==> src/rtl/vbct_pkg.sv <==
`timescale 1ns / 1ps
`default_nettype none

package vbct_pkg;

	// Configuration register indexes.
	localparam int CFG_IDX_W = 8;

	localparam logic [CFG_IDX_W-1:0] CFG_ORIGIN_X = 8'd0;
	localparam logic [CFG_IDX_W-1:0] CFG_ORIGIN_Y = 8'd1;
	localparam logic [CFG_IDX_W-1:0] CFG_WIDTH    = 8'd2;
	localparam logic [CFG_IDX_W-1:0] CFG_HEIGHT   = 8'd3;

	// Request kinds carried by req_type.
	localparam logic REQ_WRITE  = 1'b0;
	localparam logic REQ_SAMPLE = 1'b1;

	// Sequencer states.
	typedef enum logic [1:0] {
		ST_CLEAR,
		ST_IDLE,
		ST_TEX,
		ST_PAL
	} seq_state_t;

	// Status of the blit cursor for the next write word.
	typedef struct packed {
		logic active;
		logic in_mem;
	} blit_wr_t;

endpackage

`default_nettype wire

==> src/rtl/vbct_blit.sv <==
`timescale 1ns / 1ps
`default_nettype none

module vbct_blit
	import vbct_pkg::*;
#(
	parameter int MEM_COLS = 1024,
	parameter int MEM_ROWS = 512,
	parameter int AW       = 19
) (
	input  wire logic                 clk,
	input  wire logic                 arst_n,
	input  wire logic                 cfg_write,
	input  wire logic [CFG_IDX_W-1:0] cfg_index,
	input  wire logic [15:0]          cfg_data,
	input  wire logic                 advance,
	output blit_wr_t                  wr_status,
	output logic      [AW-1:0]        wr_addr
);

	logic [15:0] origin_x_q;
	logic [15:0] origin_y_q;
	logic [15:0] width_q;
	logic [15:0] height_q;
	logic [15:0] col_q;
	logic [16:0] row_q;

	logic signed [17:0] dx;
	logic signed [18:0] dy;
	logic        [16:0] col_inc;

	// Register writes; any valid index returns the cursor to the corner.
	always_ff @(posedge clk or negedge arst_n) begin
		if (!arst_n) begin
			origin_x_q <= '0;
			origin_y_q <= '0;
			width_q    <= '0;
			height_q   <= '0;
			col_q      <= '0;
			row_q      <= '0;
		end else if (cfg_write) begin
			unique case (cfg_index)
				CFG_ORIGIN_X: begin
					origin_x_q <= cfg_data;
					col_q      <= '0;
					row_q      <= '0;
				end
				CFG_ORIGIN_Y: begin
					origin_y_q <= cfg_data;
					col_q      <= '0;
					row_q      <= '0;
				end
				CFG_WIDTH: begin
					width_q <= cfg_data;
					col_q   <= '0;
					row_q   <= '0;
				end
				CFG_HEIGHT: begin
					height_q <= cfg_data;
					col_q    <= '0;
					row_q    <= '0;
				end
				default: begin
				end
			endcase
		end else if (advance) begin
			// Step across the row, wrapping to the next row at the width.
			if (col_inc >= {1'b0, width_q}) begin
				col_q <= '0;
				row_q <= row_q + 17'd1;
			end else begin
				col_q <= col_inc[15:0];
			end
		end
	end

	assign col_inc = {1'b0, col_q} + 17'd1;

	// Target position of the next word in memory coordinates.
	assign dx = $signed({{2{origin_x_q[15]}}, origin_x_q}) + $signed({2'b00, col_q});
	assign dy = $signed({{3{origin_y_q[15]}}, origin_y_q}) + $signed({2'b00, row_q});

	assign wr_status.active = (width_q != 16'd0) && (row_q < {1'b0, height_q});
	assign wr_status.in_mem = !dx[17] && (32'(dx[16:0]) < 32'(MEM_COLS))
		&& !dy[18] && (32'(dy[17:0]) < 32'(MEM_ROWS));

	assign wr_addr = AW'(32'(dy[17:0]) * 32'(MEM_COLS) + 32'(dx[16:0]));

endmodule

`default_nettype wire

==> config.mk <==
export PLATFORM = sky130hd
export DESIGN_NAME = vbct_blit
export DESIGN_NICKNAME = d
export VERILOG_FILES = /design/src/rtl/vbct_pkg.sv /design/src/rtl/vbct_blit.sv
export SDC_FILE = /design/constraint.sdc
export NUM_CORES = 1
export LEC_CHECK = 0
export ABC_CLOCK_PERIOD_IN_PS = 4000
export BUFFER_PORTS_ARGS = -buffer_cell sky130_fd_sc_hd__buf_4
export CAP_MARGIN = 20
export CORE_ASPECT_RATIO = 1.2
export CORE_UTILIZATION = 55
export CTS_BUF_LIST = sky130_fd_sc_hd__clkbuf_2
export DETAILED_ROUTE_END_ITERATION = 7
export PLACE_DENSITY = 0.77
export SYNTH_ARGS = -nofsm -noshare
export SYNTH_HDL_FRONTEND = slang
export SYNTH_SLANG_ARGS = --single-unit
==> constraint.sdc <==
create_clock -name clk -period 4 [get_ports clk]
set_clock_uncertainty 0.2 [all_clocks]
set_input_delay 0.6 -clock clk [delete_from_list [all_inputs] [get_ports clk]]
set_output_delay 0.6 -clock clk [all_outputs]
set_load 0.005 [all_outputs]
Word level (Yosys, flattened, before mapping)
Index checks and enable logic that the tools add are counted.
{"block": "totals", "reg_bits": 97, "input_bits": 28, "elab_cells": 44}
{"block": "op_classes", "mux": 8, "add_sub_neg": 5, "reduce_logical": 17, "n_eq_ne": 4, "order_cmp": 4}
{"cell": "$mux 17", "n": 4}
{"cell": "$mux 16", "n": 4}
{"cell": "$add 16x18->19", "n": 1}
{"cell": "$add 19x17->19", "n": 1}
{"cell": "$add 16x17->18", "n": 1}
{"cell": "$lt 18x10->1 const B", "n": 1}
{"cell": "$add 16x1->17 const B", "n": 1}
{"cell": "$add 17x1->17 const B", "n": 1}
{"cell": "$ge 17x16->1", "n": 1}
{"cell": "$lt 17x11->1 const B", "n": 1}
{"cell": "$lt 17x16->1", "n": 1}
{"cell": "$eq 8x2->1 const B", "n": 2}
{"cell": "$reduce_bool 16->1", "n": 1}
{"cell": "$reduce_and 2->1", "n": 5}
{"cell": "$eq 8x1->1 const B", "n": 1}
{"cell": "$logic_not 8->1", "n": 1}
{"cell": "$logic_and 1x1->1", "n": 4}
{"cell": "$reduce_bool 2->1", "n": 2}
{"cell": "$reduce_or 4->1", "n": 1}
{"cell": "$reduce_and 3->1", "n": 1}
{"cell": "$logic_not 1->1", "n": 2}
{"cell": "$ne 2x2->1 const B", "n": 1}

Longest topological paths before layout
{"block": "depth", "ltp_word": 5, "depth_mapped": 18, "ltp_nobuf": 18}

Worst setup path after synthesis
No wires, ideal clock.
{"block": "synth_timing", "path_kind": "register to output", "start": "reg col_q[0]", "end": "out wr_addr[18]", "t_required_ps": 3200, "n_path_buf": 0, "arrival_ps": 3520, "stages_incl_launch_ff": 19, "path_slack_ps": -320, "cell_sequence": "dfrtp_1 -> ha_1 -> fa_1 -> a211oi_1 -> o31ai_1 -> o21ai_0 -> nand2_1 -> xor2_1 -> ha_1 -> inv_1 -> fa_1 -> inv_1 -> a21oi_1 -> o21ai_0 -> a21oi_1 -> o21ai_0 -> a21oi_1 -> nor2b_1 -> xnor2_1"}
{"block": "synth_between", "elab_chain_len": 2}
{"element": "start: declaration", "line": "vbct_blit.sv:25", "source": "logic [15:0] col_q;"}
{"element": "start signal: assignment", "line": "vbct_blit.sv:72", "source": "col_q <= col_inc[15:0];"}
{"element": "$add 16x17->18", "line": "vbct_blit.sv:80", "source": "assign dx = $signed({{2{origin_x_q[15]}}, origin_x_q}) + $signed({2'b00, col_q});"}
{"element": "$add 19x17->19", "line": "vbct_blit.sv:87", "source": "assign wr_addr = AW'(32'(dy[17:0]) * 32'(MEM_COLS) + 32'(dx[16:0]));"}
{"element": "end: declaration", "line": "vbct_blit.sv:18", "source": "output logic [AW-1:0] wr_addr"}
No other way between the ends.

Worst setup path in the final report
{"block": "layout_timing", "start": "reg origin_x_q[0]", "end": "out wr_addr[18]"}
{"block": "layout_between", "elab_chain_len": 2}
{"element": "start: declaration", "line": "vbct_blit.sv:21", "source": "logic [15:0] origin_x_q;"}
{"element": "start signal: assignment", "line": "vbct_blit.sv:44", "source": "origin_x_q <= cfg_data;"}
{"element": "$add 16x17->18", "line": "vbct_blit.sv:80"}
{"element": "$add 19x17->19", "line": "vbct_blit.sv:87"}
No other way between the ends.

==> run_results.csv <==
group,metric,value,unit
run_status,outcome,"finished, violations left",
clock_network,cts_buffers,9,
setup_path,critPathRequiredTime,3.20,ns
cells_and_area,final_core_util,0.746,
timing,rsz0062_at_grt,"yes",
pwr,leakagePower,0.00463,uW
floorplanning,rows,44,
drt,drt_wl_total,21.3,mm
cells_and_area,final_common_cell,"buf_4",
clock_network,cts_tree,"done",
timing,tightest_slew,1.18,ns
cells_and_area,diodes,0,
run_status,violations,"negative setup slack",
pwr,p_comb_frac,0.508,
timing,finalMaxSlewViolations,0,
synth,synth_nets,839,
synth,ys_types,60,
drt,antenna_left,0,
grt,grt_pass1_wl,32.2,mm
synth,post_synth_xor_area_fraction,0.0584,
pwr,p_seq_frac,0.349,
synth,synthSimpleGateAreaFrac,0.159,
synth,synth_cells,733,
timing,hold_violations,0,
pwr,clockPowerShare,0.143,
worst_hold_path,holdCritPathClass,"input port to register",
setup_path,cp_max_fo,2,
synth,synth_area_per_cell,9.62,um2
clock_network,cts_root_buf,"clkbuf_2",
grt,grt-ovfl-total,0,
drt,drt_iter0_drc,474,
clock_network,cts.htree.levels,3,
synth,synth_fa_ha_area_frac,0.142,
drt,num_vias,6531,
cells_and_area,drive_above_1_share,0.353,
drt,drt_first_pass_iters,6,
floorplanning,io_pins,49,
grt,grt_max_degree,52,
clock_network,path_clk_slew,0.30,ns
timing,holdWs,0.0395,ns
setup_path,crit_type,"register to primary output",
drt,routed_via_density,6.10,
pwr,p_per_area,367,nW/um2
placed_design,hpwl,14.7,mm
pwr,p_switching,1330,uW
clock_network,cts_max_path_buffers,2,
timing,relSlewSlack,0.205,
pwr,vdd_ir_drop_max,0.000288,V
timing,setup_viol,10,
clock_network,cts_sinks,97,
synth,ys_warn_count,0,
synth,synth_area,7050,um2
job,drv_cap,0,
pwr,sw_frac_of_total,0.397,
grt,grt_pass1_vias,6721,
synth,synth_edf_count,0,
synth,async_flop_share,1.00,
floorplanning,start_util,0.575,
timing,period_share,1.27,
setup_path,worst_ep_arrival_time,4.30,ns
pwr,p_int,2030,uW
setup_path,start_kind,"register",
synth,post_synth_mux_area_share,0.108,
timing,fin_crit,5.10,ns
cells_and_area,area_delta_synth_final,29.8,%
synth,synth_compound_gate_area_share,0.150,
cells_and_area,finalNetCount,1010,
grt,antenna_found_initial,0,
synth,ys_seq_area_frac,0.344,
placed_design,routabilityCongestion,0.924,
drt,route.detailed.drc,0,
floorplanning,die_w,105,um
placed_design,numPortBuffers,48,
timing,max_freq,0.196,GHz
floorplanning,core-area,12300,um2
floorplanning,die_area,13300,um2
clock_network,insertion_delay,0.63,ns
timing,setup_slack,-1.10,ns
drt,routedWlPerCell,19.9,um
grt,grt.total_usage,0.310,
setup_path,endpoint_kind,"primary output",
floorplanning,fp.dieH,126,um
synth,synth_top_family_by_area,"simple AND/OR/NAND/NOR gates",
synth,synth_ff_type,"dfrtp_1",
cells_and_area,layout_common_cells,"buf_4, dfrtp_1, ha_1",
synth,synth_seq_cells,97,
-- state kept, by name, summed over array words and instances (netlist names) --
| register | count |
|---|---|
| row_q | 17 |
| width_q | 16 |
| origin_y_q | 16 |
| height_q | 16 |
| origin_x_q | 16 |
| col_q | 16 |
-- power groups by stage --
stage	sequential (uW)	combinational, uW	clock, uW
CTS	1170	1470	485
floorplan	1170	753	0
global placement	1180	1230	0
global route	1190	1830	512
finish	1170	1710	480
detailed placement	1190	1280	0
-- final cells by class --
type | count | area, um2
fill | 816 | 3120
clock inverter | 7 | 58.8
tap | 161 | 201
sequential | 97 | 2430
timing repair buffer | 173 | 1430
inverter | 55 | 206
multi-input combinational | 568 | 4790
clock buffer | 9 | 45.0
-- path summary, 6_finish.rpt --
kind	to	depth (start not counted)	slack (ns)	start
max	wr_addr[18]	19	-1.10	origin_x_q[0]
min	origin_y_q[15]	2	0.04	cfg_data[15]
max reg2reg	row_q[2]	17	0.03	col_q[1]
min reg2reg	height_q[10]	1	0.35	height_q[10]
max in group asynchronous	width_q[0]	3	2.45	arst_n
min in group asynchronous	width_q[6]	2	0.30	arst_n
-- routing by layer --
metal,share of wire,track usage,up-vias
met5,0,0,-
met4,0.052,0.183,0
met3,0.055,0.0538,73
met2,0.52,0.541,253
met1,0.38,0.354,3200
li1,-,-,3005
-- synth_stat cells (5+ instances only) --
| cell | number | area share |
|---|---|---|
| inv_1 | 55 | 0.029 |
| nand2_1 | 54 | 0.029 |
| o21ai_0 | 37 | 0.026 |
| nor3b_1 | 6 | 0.0064 |
| dfrtp_1 | 97 | 0.34 |
| o31ai_1 | 7 | 0.0074 |
| ha_1 | 75 | 0.13 |
| nor3_1 | 13 | 0.0092 |
| nor4b_1 | 5 | 0.0062 |
| and3_1 | 14 | 0.012 |
| nor4_1 | 8 | 0.0071 |
| a21o_1 | 21 | 0.022 |
| nand2b_1 | 7 | 0.0062 |
| nand3_1 | 31 | 0.022 |
| or4_1 | 5 | 0.0053 |
| nor2_1 | 39 | 0.021 |
| a211o_1 | 7 | 0.0087 |
| clkbuf_1 | 14 | 0.0074 |
| mux2_2 | 66 | 0.11 |
| nor2b_1 | 8 | 0.0071 |
| xnor2_1 | 31 | 0.038 |
| xor2_1 | 16 | 0.020 |
| a21oi_1 | 42 | 0.030 |
| nand4_1 | 10 | 0.0089 |
-- critical path, cell delays in order, from the launching register on --
cell,delay [ns]
dfrtp_1,0.46
ha_2,0.21
fa_2,0.40
a211oi_2,0.23
o31ai_2,0.09
o21ai_1,0.20
nand2_1,0.13
xor2_2,0.21
ha_2,0.23
inv_2,0.05
fa_2,0.37
inv_2,0.08
a21oi_2,0.06
o21ai_2,0.19
a21oi_2,0.08
o21ai_2,0.19
a21oi_2,0.09
nor2b_1,0.15
xnor2_1,0.14
buf_4,0.14
-- repair_timing --
item / in CTS / in global routing
pin swaps: 31 / 42
endpoints found under the hold margin: 68 / 6
endpoints found under the setup margin: 13 / 41
setup buffers: 21 / 29
hold buffers: 9 / 5
resized for setup: 33 / 62
gates cloned: 1 / 2
-- cells by family (layout without fill, tap and decap cells) --
logic type / Yosys count / in the layout
simple gates: 215 / 218
compound gates: 157 / 157
flops: 97 / 97
fa+ha+maj: 78 / 78
buf+inv: 71 / 244
mux: 68 / 68
xor+xnor: 47 / 47
-- through the flow --
stage               setup WS (ns)  TNS (ns)  std cells  area [um2]  total power (uW)
finish                      -1.10     -7.10       1070        9160              3360
global route                -1.29     -9.09       1070        9160              3530
CTS                        -0.990     -6.20       1042        8620              3120
detailed placement         -0.400     -1.11       1003        8150              2470
global placement           -0.208    -0.471       1003        8150              2410
floorplan                 -0.0308   -0.0308        733        7080              1930
Power figures use the tool's default switching activity.
