### config.mk
export PLATFORM = sky130hd
export DESIGN_NAME = vbct_ctrl
export DESIGN_NICKNAME = d
export VERILOG_FILES = /design/src/rtl/vbct_pkg.sv /design/src/rtl/vbct_ctrl.sv
export SDC_FILE = /design/constraint.sdc
export NUM_CORES = 1
export LEC_CHECK = 0
export ABC_AREA = 1
export BUFFER_PORTS_ARGS = -buffer_cell sky130_fd_sc_hd__buf_2
export CAP_MARGIN = 40
export CORE_ASPECT_RATIO = 0.9
export CORE_UTILIZATION = 43
export CTS_CLUSTER_SIZE = 10
export DETAILED_ROUTE_END_ITERATION = 10
export GPL_ROUTABILITY_DRIVEN = 0
export GPL_TIMING_DRIVEN = 1
export PLACE_DENSITY = 0.8
export SLEW_MARGIN = 10
export SYNTH_ARGS = -nofsm -noshare
export SYNTH_HDL_FRONTEND = slang
export SYNTH_SLANG_ARGS = --single-unit
### constraint.sdc
create_clock -name clk -period 2 [get_ports clk]
set_input_delay 0.6 -clock clk [delete_from_list [all_inputs] [get_ports clk]]
set_output_delay 0.6 -clock clk [all_outputs]
set_load 0.03 [all_outputs]
### src/rtl/vbct_pkg.sv
`timescale 1ns / 1ps
`default_nettype none

package vbct_pkg;

	// Configuration register indexes.
	localparam int CFG_IDX_W = 8;

	localparam logic [CFG_IDX_W-1:0] CFG_ORIGIN_X = 8'd0;
	localparam logic [CFG_IDX_W-1:0] CFG_ORIGIN_Y = 8'd1;
	localparam logic [CFG_IDX_W-1:0] CFG_WIDTH    = 8'd2;
	localparam logic [CFG_IDX_W-1:0] CFG_HEIGHT   = 8'd3;

	// Request kinds carried by req_type.
	localparam logic REQ_WRITE  = 1'b0;
	localparam logic REQ_SAMPLE = 1'b1;

	// Sequencer states.
	typedef enum logic [1:0] {
		ST_CLEAR,
		ST_IDLE,
		ST_TEX,
		ST_PAL
	} seq_state_t;

	// Status of the blit cursor for the next write word.
	typedef struct packed {
		logic active;
		logic in_mem;
	} blit_wr_t;

endpackage

`default_nettype wire

### src/rtl/vbct_ctrl.sv
`timescale 1ns / 1ps
`default_nettype none

module vbct_ctrl
	import vbct_pkg::*;
#(
	parameter int MEM_COLS = 1024,
	parameter int MEM_ROWS = 512,
	parameter int DEPTH    = 524288,
	parameter int AW       = 19
) (
	input  wire logic          clk,
	input  wire logic          arst_n,
	input  wire logic          req_valid,
	output logic               req_stall,
	input  wire logic          req_type,
	input  wire logic [15:0]   wr_data,
	input  wire logic [4:0]    tex_page,
	input  wire logic [14:0]   palette_word,
	input  wire logic [7:0]    tex_u,
	input  wire logic [7:0]    tex_v,
	output logic               rsp_valid,
	input  wire logic          rsp_stall,
	output logic      [31:0]   texel_rgba,
	input  wire blit_wr_t      blit_wr,
	input  wire logic [AW-1:0] blit_addr,
	output logic               blit_advance,
	output logic               mem_en,
	output logic               mem_we,
	output logic      [AW-1:0] mem_addr,
	output logic      [15:0]   mem_wdata,
	input  wire logic [15:0]   mem_rdata,
	output seq_state_t         seq_state
);

	seq_state_t state_q;
	seq_state_t state_d;

	logic [AW-1:0] clr_q;
	logic          clr_last;

	logic          take_req;
	logic          out_free;
	logic          out_load;
	logic          out_valid_q;
	logic [31:0]   texel_q;

	logic [9:0]    tex_hx;
	logic [8:0]    tex_hy;
	logic          tex_in_mem;
	logic [AW-1:0] tex_addr;

	logic [14:0]   pal_word_s1;
	logic [1:0]    u_lo_s1;
	logic          tex_ok_s1;
	logic          pal_ok_s2;

	logic [3:0]    idx;
	logic [9:0]    pal_x;
	logic [8:0]    pal_y;
	logic          pal_in_mem;
	logic [AW-1:0] pal_addr;

	// Expand a 15-bit colour to 8 bits a channel; zero means transparent.
	function automatic logic [31:0] clut_rgba(input logic [15:0] c);
		logic [4:0] r;
		logic [4:0] g;
		logic [4:0] b;
		r = c[4:0];
		g = c[9:5];
		b = c[14:10];
		if (c == 16'h0000) begin
			return 32'h0000_0000;
		end
		return {8'hFF, b, b[4:2], g, g[4:2], r, r[4:2]};
	endfunction

	// Halfword that packs the requested texel.
	assign tex_hx     = {tex_page[3:0], tex_u[7:2]};
	assign tex_hy     = {tex_page[4], tex_v};
	assign tex_in_mem = (32'(tex_hx) < 32'(MEM_COLS)) && (32'(tex_hy) < 32'(MEM_ROWS));
	assign tex_addr   = AW'(32'(tex_hy) * 32'(MEM_COLS) + 32'(tex_hx));

	// Palette entry selected by the texel index.
	assign idx        = 4'(mem_rdata >> {u_lo_s1, 2'b00});
	assign pal_x      = {pal_word_s1[5:0], idx};
	assign pal_y      = pal_word_s1[14:6];
	assign pal_in_mem = (32'(pal_x) < 32'(MEM_COLS)) && (32'(pal_y) < 32'(MEM_ROWS));
	assign pal_addr   = AW'(32'(pal_y) * 32'(MEM_COLS) + 32'(pal_x));

	assign clr_last = (clr_q == AW'(DEPTH - 1));
	assign out_free = !out_valid_q || !rsp_stall;

	// State register.
	always_ff @(posedge clk or negedge arst_n) begin
		if (!arst_n) begin
			state_q <= ST_CLEAR;
		end else begin
			state_q <= state_d;
		end
	end

	// Next state, memory port and handshake.
	always_comb begin
		state_d      = state_q;
		take_req     = 1'b0;
		out_load     = 1'b0;
		mem_en       = 1'b0;
		mem_we       = 1'b0;
		mem_addr     = tex_addr;
		mem_wdata    = wr_data;
		blit_advance = 1'b0;
		unique case (state_q)
			ST_CLEAR: begin
				mem_en    = 1'b1;
				mem_we    = 1'b1;
				mem_addr  = clr_q;
				mem_wdata = '0;
				if (clr_last) begin
					state_d = ST_IDLE;
				end
			end
			ST_IDLE: begin
				take_req = 1'b1;
			end
			ST_TEX: begin
				mem_en   = tex_ok_s1 && pal_in_mem;
				mem_addr = pal_addr;
				state_d  = ST_PAL;
			end
			ST_PAL: begin
				if (out_free) begin
					out_load = 1'b1;
					take_req = 1'b1;
					state_d  = ST_IDLE;
				end
			end
			default: begin
				state_d = ST_CLEAR;
			end
		endcase
		if (take_req && req_valid) begin
			if (req_type == REQ_SAMPLE) begin
				mem_en   = tex_in_mem;
				mem_addr = tex_addr;
				state_d  = ST_TEX;
			end else begin
				mem_en       = blit_wr.active && blit_wr.in_mem;
				mem_we       = blit_wr.active && blit_wr.in_mem;
				mem_addr     = blit_addr;
				blit_advance = blit_wr.active;
			end
		end
	end

	assign req_stall = !take_req;

	// Clearing pass address.
	always_ff @(posedge clk or negedge arst_n) begin
		if (!arst_n) begin
			clr_q <= '0;
		end else if (state_q == ST_CLEAR) begin
			clr_q <= clr_q + AW'(1);
		end
	end

	// Sample context carried to the palette read.
	always_ff @(posedge clk) begin
		if (take_req && req_valid && (req_type == REQ_SAMPLE)) begin
			pal_word_s1 <= palette_word;
			u_lo_s1     <= tex_u[1:0];
			tex_ok_s1   <= tex_in_mem;
		end
		if (state_q == ST_TEX) begin
			pal_ok_s2 <= tex_ok_s1 && pal_in_mem;
		end
	end

	// Output register.
	always_ff @(posedge clk or negedge arst_n) begin
		if (!arst_n) begin
			out_valid_q <= 1'b0;
		end else if (out_load) begin
			out_valid_q <= 1'b1;
		end else if (!rsp_stall) begin
			out_valid_q <= 1'b0;
		end
	end

	always_ff @(posedge clk) begin
		if (out_load) begin
			texel_q <= pal_ok_s2 ? clut_rgba(mem_rdata) : 32'h0000_0000;
		end
	end

	assign rsp_valid  = out_valid_q;
	assign texel_rgba = texel_q;
	assign seq_state  = state_q;

endmodule

`default_nettype wire

Word level (Yosys, flattened, before mapping)
Cells that the tools add are included.
W data, S select, Z words.
{"block": "totals", "out_inout_bits": 74, "ff_bits": 71, "in_bits": 94, "word_cells": 52}
{"block": "op_classes", "shifts": 1, "muxes": 26, "reduce_logical": 10, "addsub": 3, "n_eq_ne": 5}
{"operator": "$add A19 B10 Y19", "n": 2}
{"operator": "$mux W19", "n": 2}
{"operator": "$pmux W19 S2", "n": 1}
{"operator": "$mux W32", "n": 1}
{"operator": "$mux W24", "n": 1}
{"operator": "$add A19 B1 Y19 const B", "n": 1}
{"operator": "$eq A19 B19 Y1 const B", "n": 1}
{"operator": "$logic_not A16 Y1", "n": 1}
{"operator": "$mux W16", "n": 1}
{"operator": "$shr A16 B4 Y4", "n": 1}
{"operator": "$mux W1", "n": 14}
{"operator": "$mux W2", "n": 4}
{"operator": "$pmux W2 S3", "n": 1}
{"operator": "$eq A2 B2 Y1 const B", "n": 2}
{"operator": "$logic_and A1 B1 Y1", "n": 3}
{"operator": "$logic_not A1 Y1", "n": 3}
{"operator": "$eq A2 B1 Y1 const B", "n": 1}
{"operator": "$logic_not A2 Y1", "n": 1}
{"operator": "$ne A2 B1 Y1 const B", "n": 1}
{"operator": "$pmux W1 S2", "n": 1}
{"operator": "$reduce_or A2 Y1", "n": 1}
{"operator": "$logic_or A1 B1 Y1", "n": 1}

Longest topological paths before layout
{"block": "logic_depth", "word_depth": 6, "ltp_mapped": 9, "ltp_nobuf": 8}

Worst setup path after synthesis
Ideal clock, no wire load.
{"block": "synth_timing", "path_type": "reg-to-output", "start": "register state_q[0], in the netlist seq_state[0]", "end": "output port mem_we", "arrival_ns": 1.788, "required_time_ns": 1.400, "setup_slack_ns": -0.388, "n_path_buf": 2, "stages_incl_launch_ff": 5, "cell_sequence": "dfrtp_1 -> buf_6 -> nand3_2 -> buf_6 -> o31ai_1"}
{"block": "synth_between", "elab_chain_len": 4, "word_cells_on_any_way": 8, "cone_classes": "eq/ne (2); mux (4); reduce/logical (2)"}
{"element": "start: declaration", "line_no": "vbct_ctrl.sv:36", "text": "seq_state_t state_q;"}
{"element": "start signal: assignment", "line_no": "vbct_ctrl.sv:99", "text": "state_q <= state_d;"}
{"element": "$eq A2 B2 Y1, or another cell as far along", "line_no": "vbct_ctrl.sv:113", "text": "unique case (state_q)"}
{"element": "$pmux W1 S2 / $mux W1 (equally long branches)", "line_no": "vbct_ctrl.sv:113"}
{"element": "$logic_and A1 B1 Y1 / $mux W1 (equally long branches)", "line_no": "vbct_ctrl.sv:142, vbct_ctrl.sv:143"}
{"element": "$mux W1 (*)", "line_no": "vbct_ctrl.sv:142", "text": "if (take_req && req_valid) begin"}
{"element": "end: declaration", "line_no": "vbct_ctrl.sv:29", "text": "output logic mem_we,"}
Every way passes the cells marked *; elsewhere a longest branch is shown, timed or not.

Worst setup path after layout
{"block": "layout_timing", "start": "register state_q[1], in the netlist seq_state[1]", "end": "output port mem_addr[6]"}
{"block": "layout_between", "elab_chain_len": 4, "word_cells_on_any_way": 8, "cone_classes": "eq/ne (3); mux (3); reduce/logical (2)"}
{"element": "$eq A2 B2 Y1 / $eq A2 B1 Y1 (equally long branches)", "line_no": "vbct_ctrl.sv:113"}
{"element": "$pmux W1 S2", "line_no": "vbct_ctrl.sv:113"}
{"element": "$logic_and A1 B1 Y1", "line_no": "vbct_ctrl.sv:142"}
{"element": "$mux W19 (*)", "line_no": "vbct_ctrl.sv:142"}
{"element": "end: declaration", "line_no": "vbct_ctrl.sv:30", "text": "output logic [AW-1:0] mem_addr,"}
Marked as above.

==> results.json <==
{
  "wl_um": 10800,
  "status": "finished, violations left",
  "rrSetupSlack_ps": 110,
  "finalMaxSlewViolations": 0,
  "hold_viol": 0,
  "critical_path_required_ps": 1400,
  "n_antenna_cell": 0,
  "seq_area_frac_synth": 0.434,
  "antenna_found_initial": 0,
  "grt_usage": 0.255,
  "cp-start-kind": "flip-flop",
  "die_area_um2": 8630,
  "switchingPower_w": 0.00298,
  "place_area_um2": 4550,
  "reg2reg_depth": 7,
  "grt_pass1_vias": 3570,
  "via_per_inst": 5.11,
  "core_area_um2": 8030,
  "syn-instance-count": 450,
  "ys_warn_count": 0,
  "layout-drive-gt1-share": 0.468,
  "cts_tree": "yes",
  "powerDensity_nw_per_um2": 1250,
  "cp-end-kind": "output port",
  "internal-power_w": 0.00343,
  "yosysTopAreaCell": "edfxtp_1",
  "port_buffers": 167,
  "setup_slack_ps": -269,
  "wl_per_cell_um": 14.9,
  "cp.arrival_ps": 1670,
  "seqPwrFrac": 0.244,
  "synth_area_um2": 3550,
  "synthToLayoutAreaGrowth_pct": 44.6,
  "clock_insertion_delay_worst_skew_ps": 320,
  "root_buffer": "clkbuf_8",
  "stdcell_area_um2": 5140,
  "swShare": 0.465,
  "cts_buffers": 5,
  "critPathMaxFanout": 6,
  "peakVddDrop_mv": 0.685,
  "postRouteAntennaNets": 0,
  "slew-limit-headroom": 0.649,
  "p_clk_frac": 0.122,
  "final_nets": 716,
  "path_clk_slew_ps": 110,
  "synth_top_area_share": 0.279,
  "clockBufferDepth": 2,
  "final_cell_mix": "144 x buf_2, 112 x nand2_1, 50 x inv_1, 33 x edfxtp_1, 32 x nor2_1",
  "dpl.hpwl_um": 7570,
  "violations": "design-rule violations, negative setup slack",
  "path_class": "reg -> out",
  "rsz0062_at_grt": "yes",
  "fin_crit_sh": 1.13,
  "rows": 31,
  "synth_area_leaders": "edfxtp_1 28%, dfrtp_1 15%, nand2_1 13%",
  "overflow": 0,
  "avgSynthCellArea_um2": 7.90,
  "crit_start": "seq_state[1]$_DFF_PN0_",
  "h-tree-depth": 2,
  "fin_worst_skew_ps": 13.2,
  "final_common_cell": "buf_2",
  "grt_max_degree": 23,
  "fin_crit_ps": 2270,
  "power.leakage_nw": 2.57,
  "pre_cts_slack_ps": -192,
  "synth_fp_nets": 545,
  "dieWidth_um": 97.8,
  "setup_violations": 38,
  "fin_setup_tns_ps": -7910,
  "initial_core_util": 0.443,
  "ys_seq_elements": 55,
  "clock_sinks": 55,
  "fmax_mhz": 441,
  "drt-initial-drc-count": 241,
  "hold_path_class": "in -> async",
  "fp.dieH_um": 88.3,
  "drt_pre_antenna_iters": 8,
  "drc_errors": 26,
  "pwr-share-comb": 0.635,
  "cts_hold_buf": 0,
  "cap_violations": 0,
  "io-pin-count": 168,
  "r2r-end": "pal_word_s1[14]$_DFFE_PP_",
  "synth_cell_types": 39,
  "reg2reg_from": "seq_state[1]$_DFF_PN0_",
  "grt_pass1_wl_um": 16900,
  "tightestPinTransition_ps": 527,
  "dr_total_vias": 3684
}
## area by class of cell
| type | count | area, um2 |
|---|---|---|
| Multi-Input combinational cell | 294 | 1690 |
| Clock inverter | 3 | 47.5 |
| Fill cell | 653 | 2890 |
| Tap cell | 99 | 124 |
| Clock buffer | 5 | 68.8 |
| Sequential cell | 55 | 1540 |
| Inverter | 55 | 211 |
| Timing Repair Buffer | 210 | 1450 |
## layer usage
| metal | part of all wire | GRT usage | wire (um) | vias to the layer above |
|---|---|---|---|---|
| met1 | 0.42 | 0.305 | 4480 | 1736 |
| met5 | 0 | 0 | 0 | - |
| met4 | 0.014 | 0.0730 | 148 | 0 |
| li1 | - | - | - | 1776 |
| met2 | 0.51 | 0.478 | 5470 | 159 |
| met3 | 0.063 | 0.0403 | 677 | 13 |
## logic make-up after synthesis
group,share of synthesized area
fa+ha+maj,0.00352
flops,0.434
compound gates,0.0894
xor+xnor,0.0222
buf+inv,0.140
simple gates,0.278
mux,0.0338
## registers in the layout (all words and copies together) (netlist names)
signal / flops
clr_q: 19
texel_rgba: 16
pal_word_s1: 15
seq_state: 2
u_lo_s1: 2
rsp_valid: 1
## cell usage after synthesis, drive strengths merged
master  instances
o211ai         10
buf            30
xnor2           1
o22ai           1
o21ai          26
xor2            8
clkinv          1
nand2         128
nor2           51
nor3            4
inv            54
clkbuf         16
mux2i          12
edfxtp         33
o221ai          1
a21oi           8
o31ai           1
nand3          27
ha              1
o21a            3
dfrtp          22
nor4            4
nand4           8
## metrics by stage
stage                util  hold WS, ps  instances  power [W]
floorplan               -          304        450    0.00392
global placement    0.567          459        696    0.00473
detailed placement  0.567          468        696    0.00479
CTS                 0.633          250        718    0.00632
global route        0.640          272        721    0.00675
finish              0.640          242        721    0.00641
## power by group through the flow
stage / clock, W / combinational [W] / sequential (W)
3_3_place_gp: 0 / 0.00315 / 0.00158
6_report: 0.000779 / 0.00407 / 0.00156
5_1_grt: 0.000834 / 0.00434 / 0.00158
2_1_floorplan: 0 / 0.00215 / 0.00177
4_1_cts: 0.000798 / 0.00397 / 0.00156
3_5_place_dp: 0 / 0.00320 / 0.00159
## critical path, stage by stage (launching register included)
cell and delay, ps:
dfrtp_2 460, buf_6 130, nor2_4 180, buf_6 170, nand2_4 60, nand3_2 70
nand2_2 60, o21ai_2 60, buf_6 150
## worst max path at each step
stage / endpoint
floorplan: mem_we
global placement: mem_addr[0]
detailed placement: mem_addr[0]
CTS: mem_addr[4]
global route: mem_addr[6]
finish: mem_addr[6]
## timing repair
item                                    CTS  global route
gates resized for setup                  73            11
pin swaps                                10             6
cloned                                    2             1
buffers inserted                         12             3
endpoints found under the setup margin   38            38
Power figures use the tool's default switching activity.
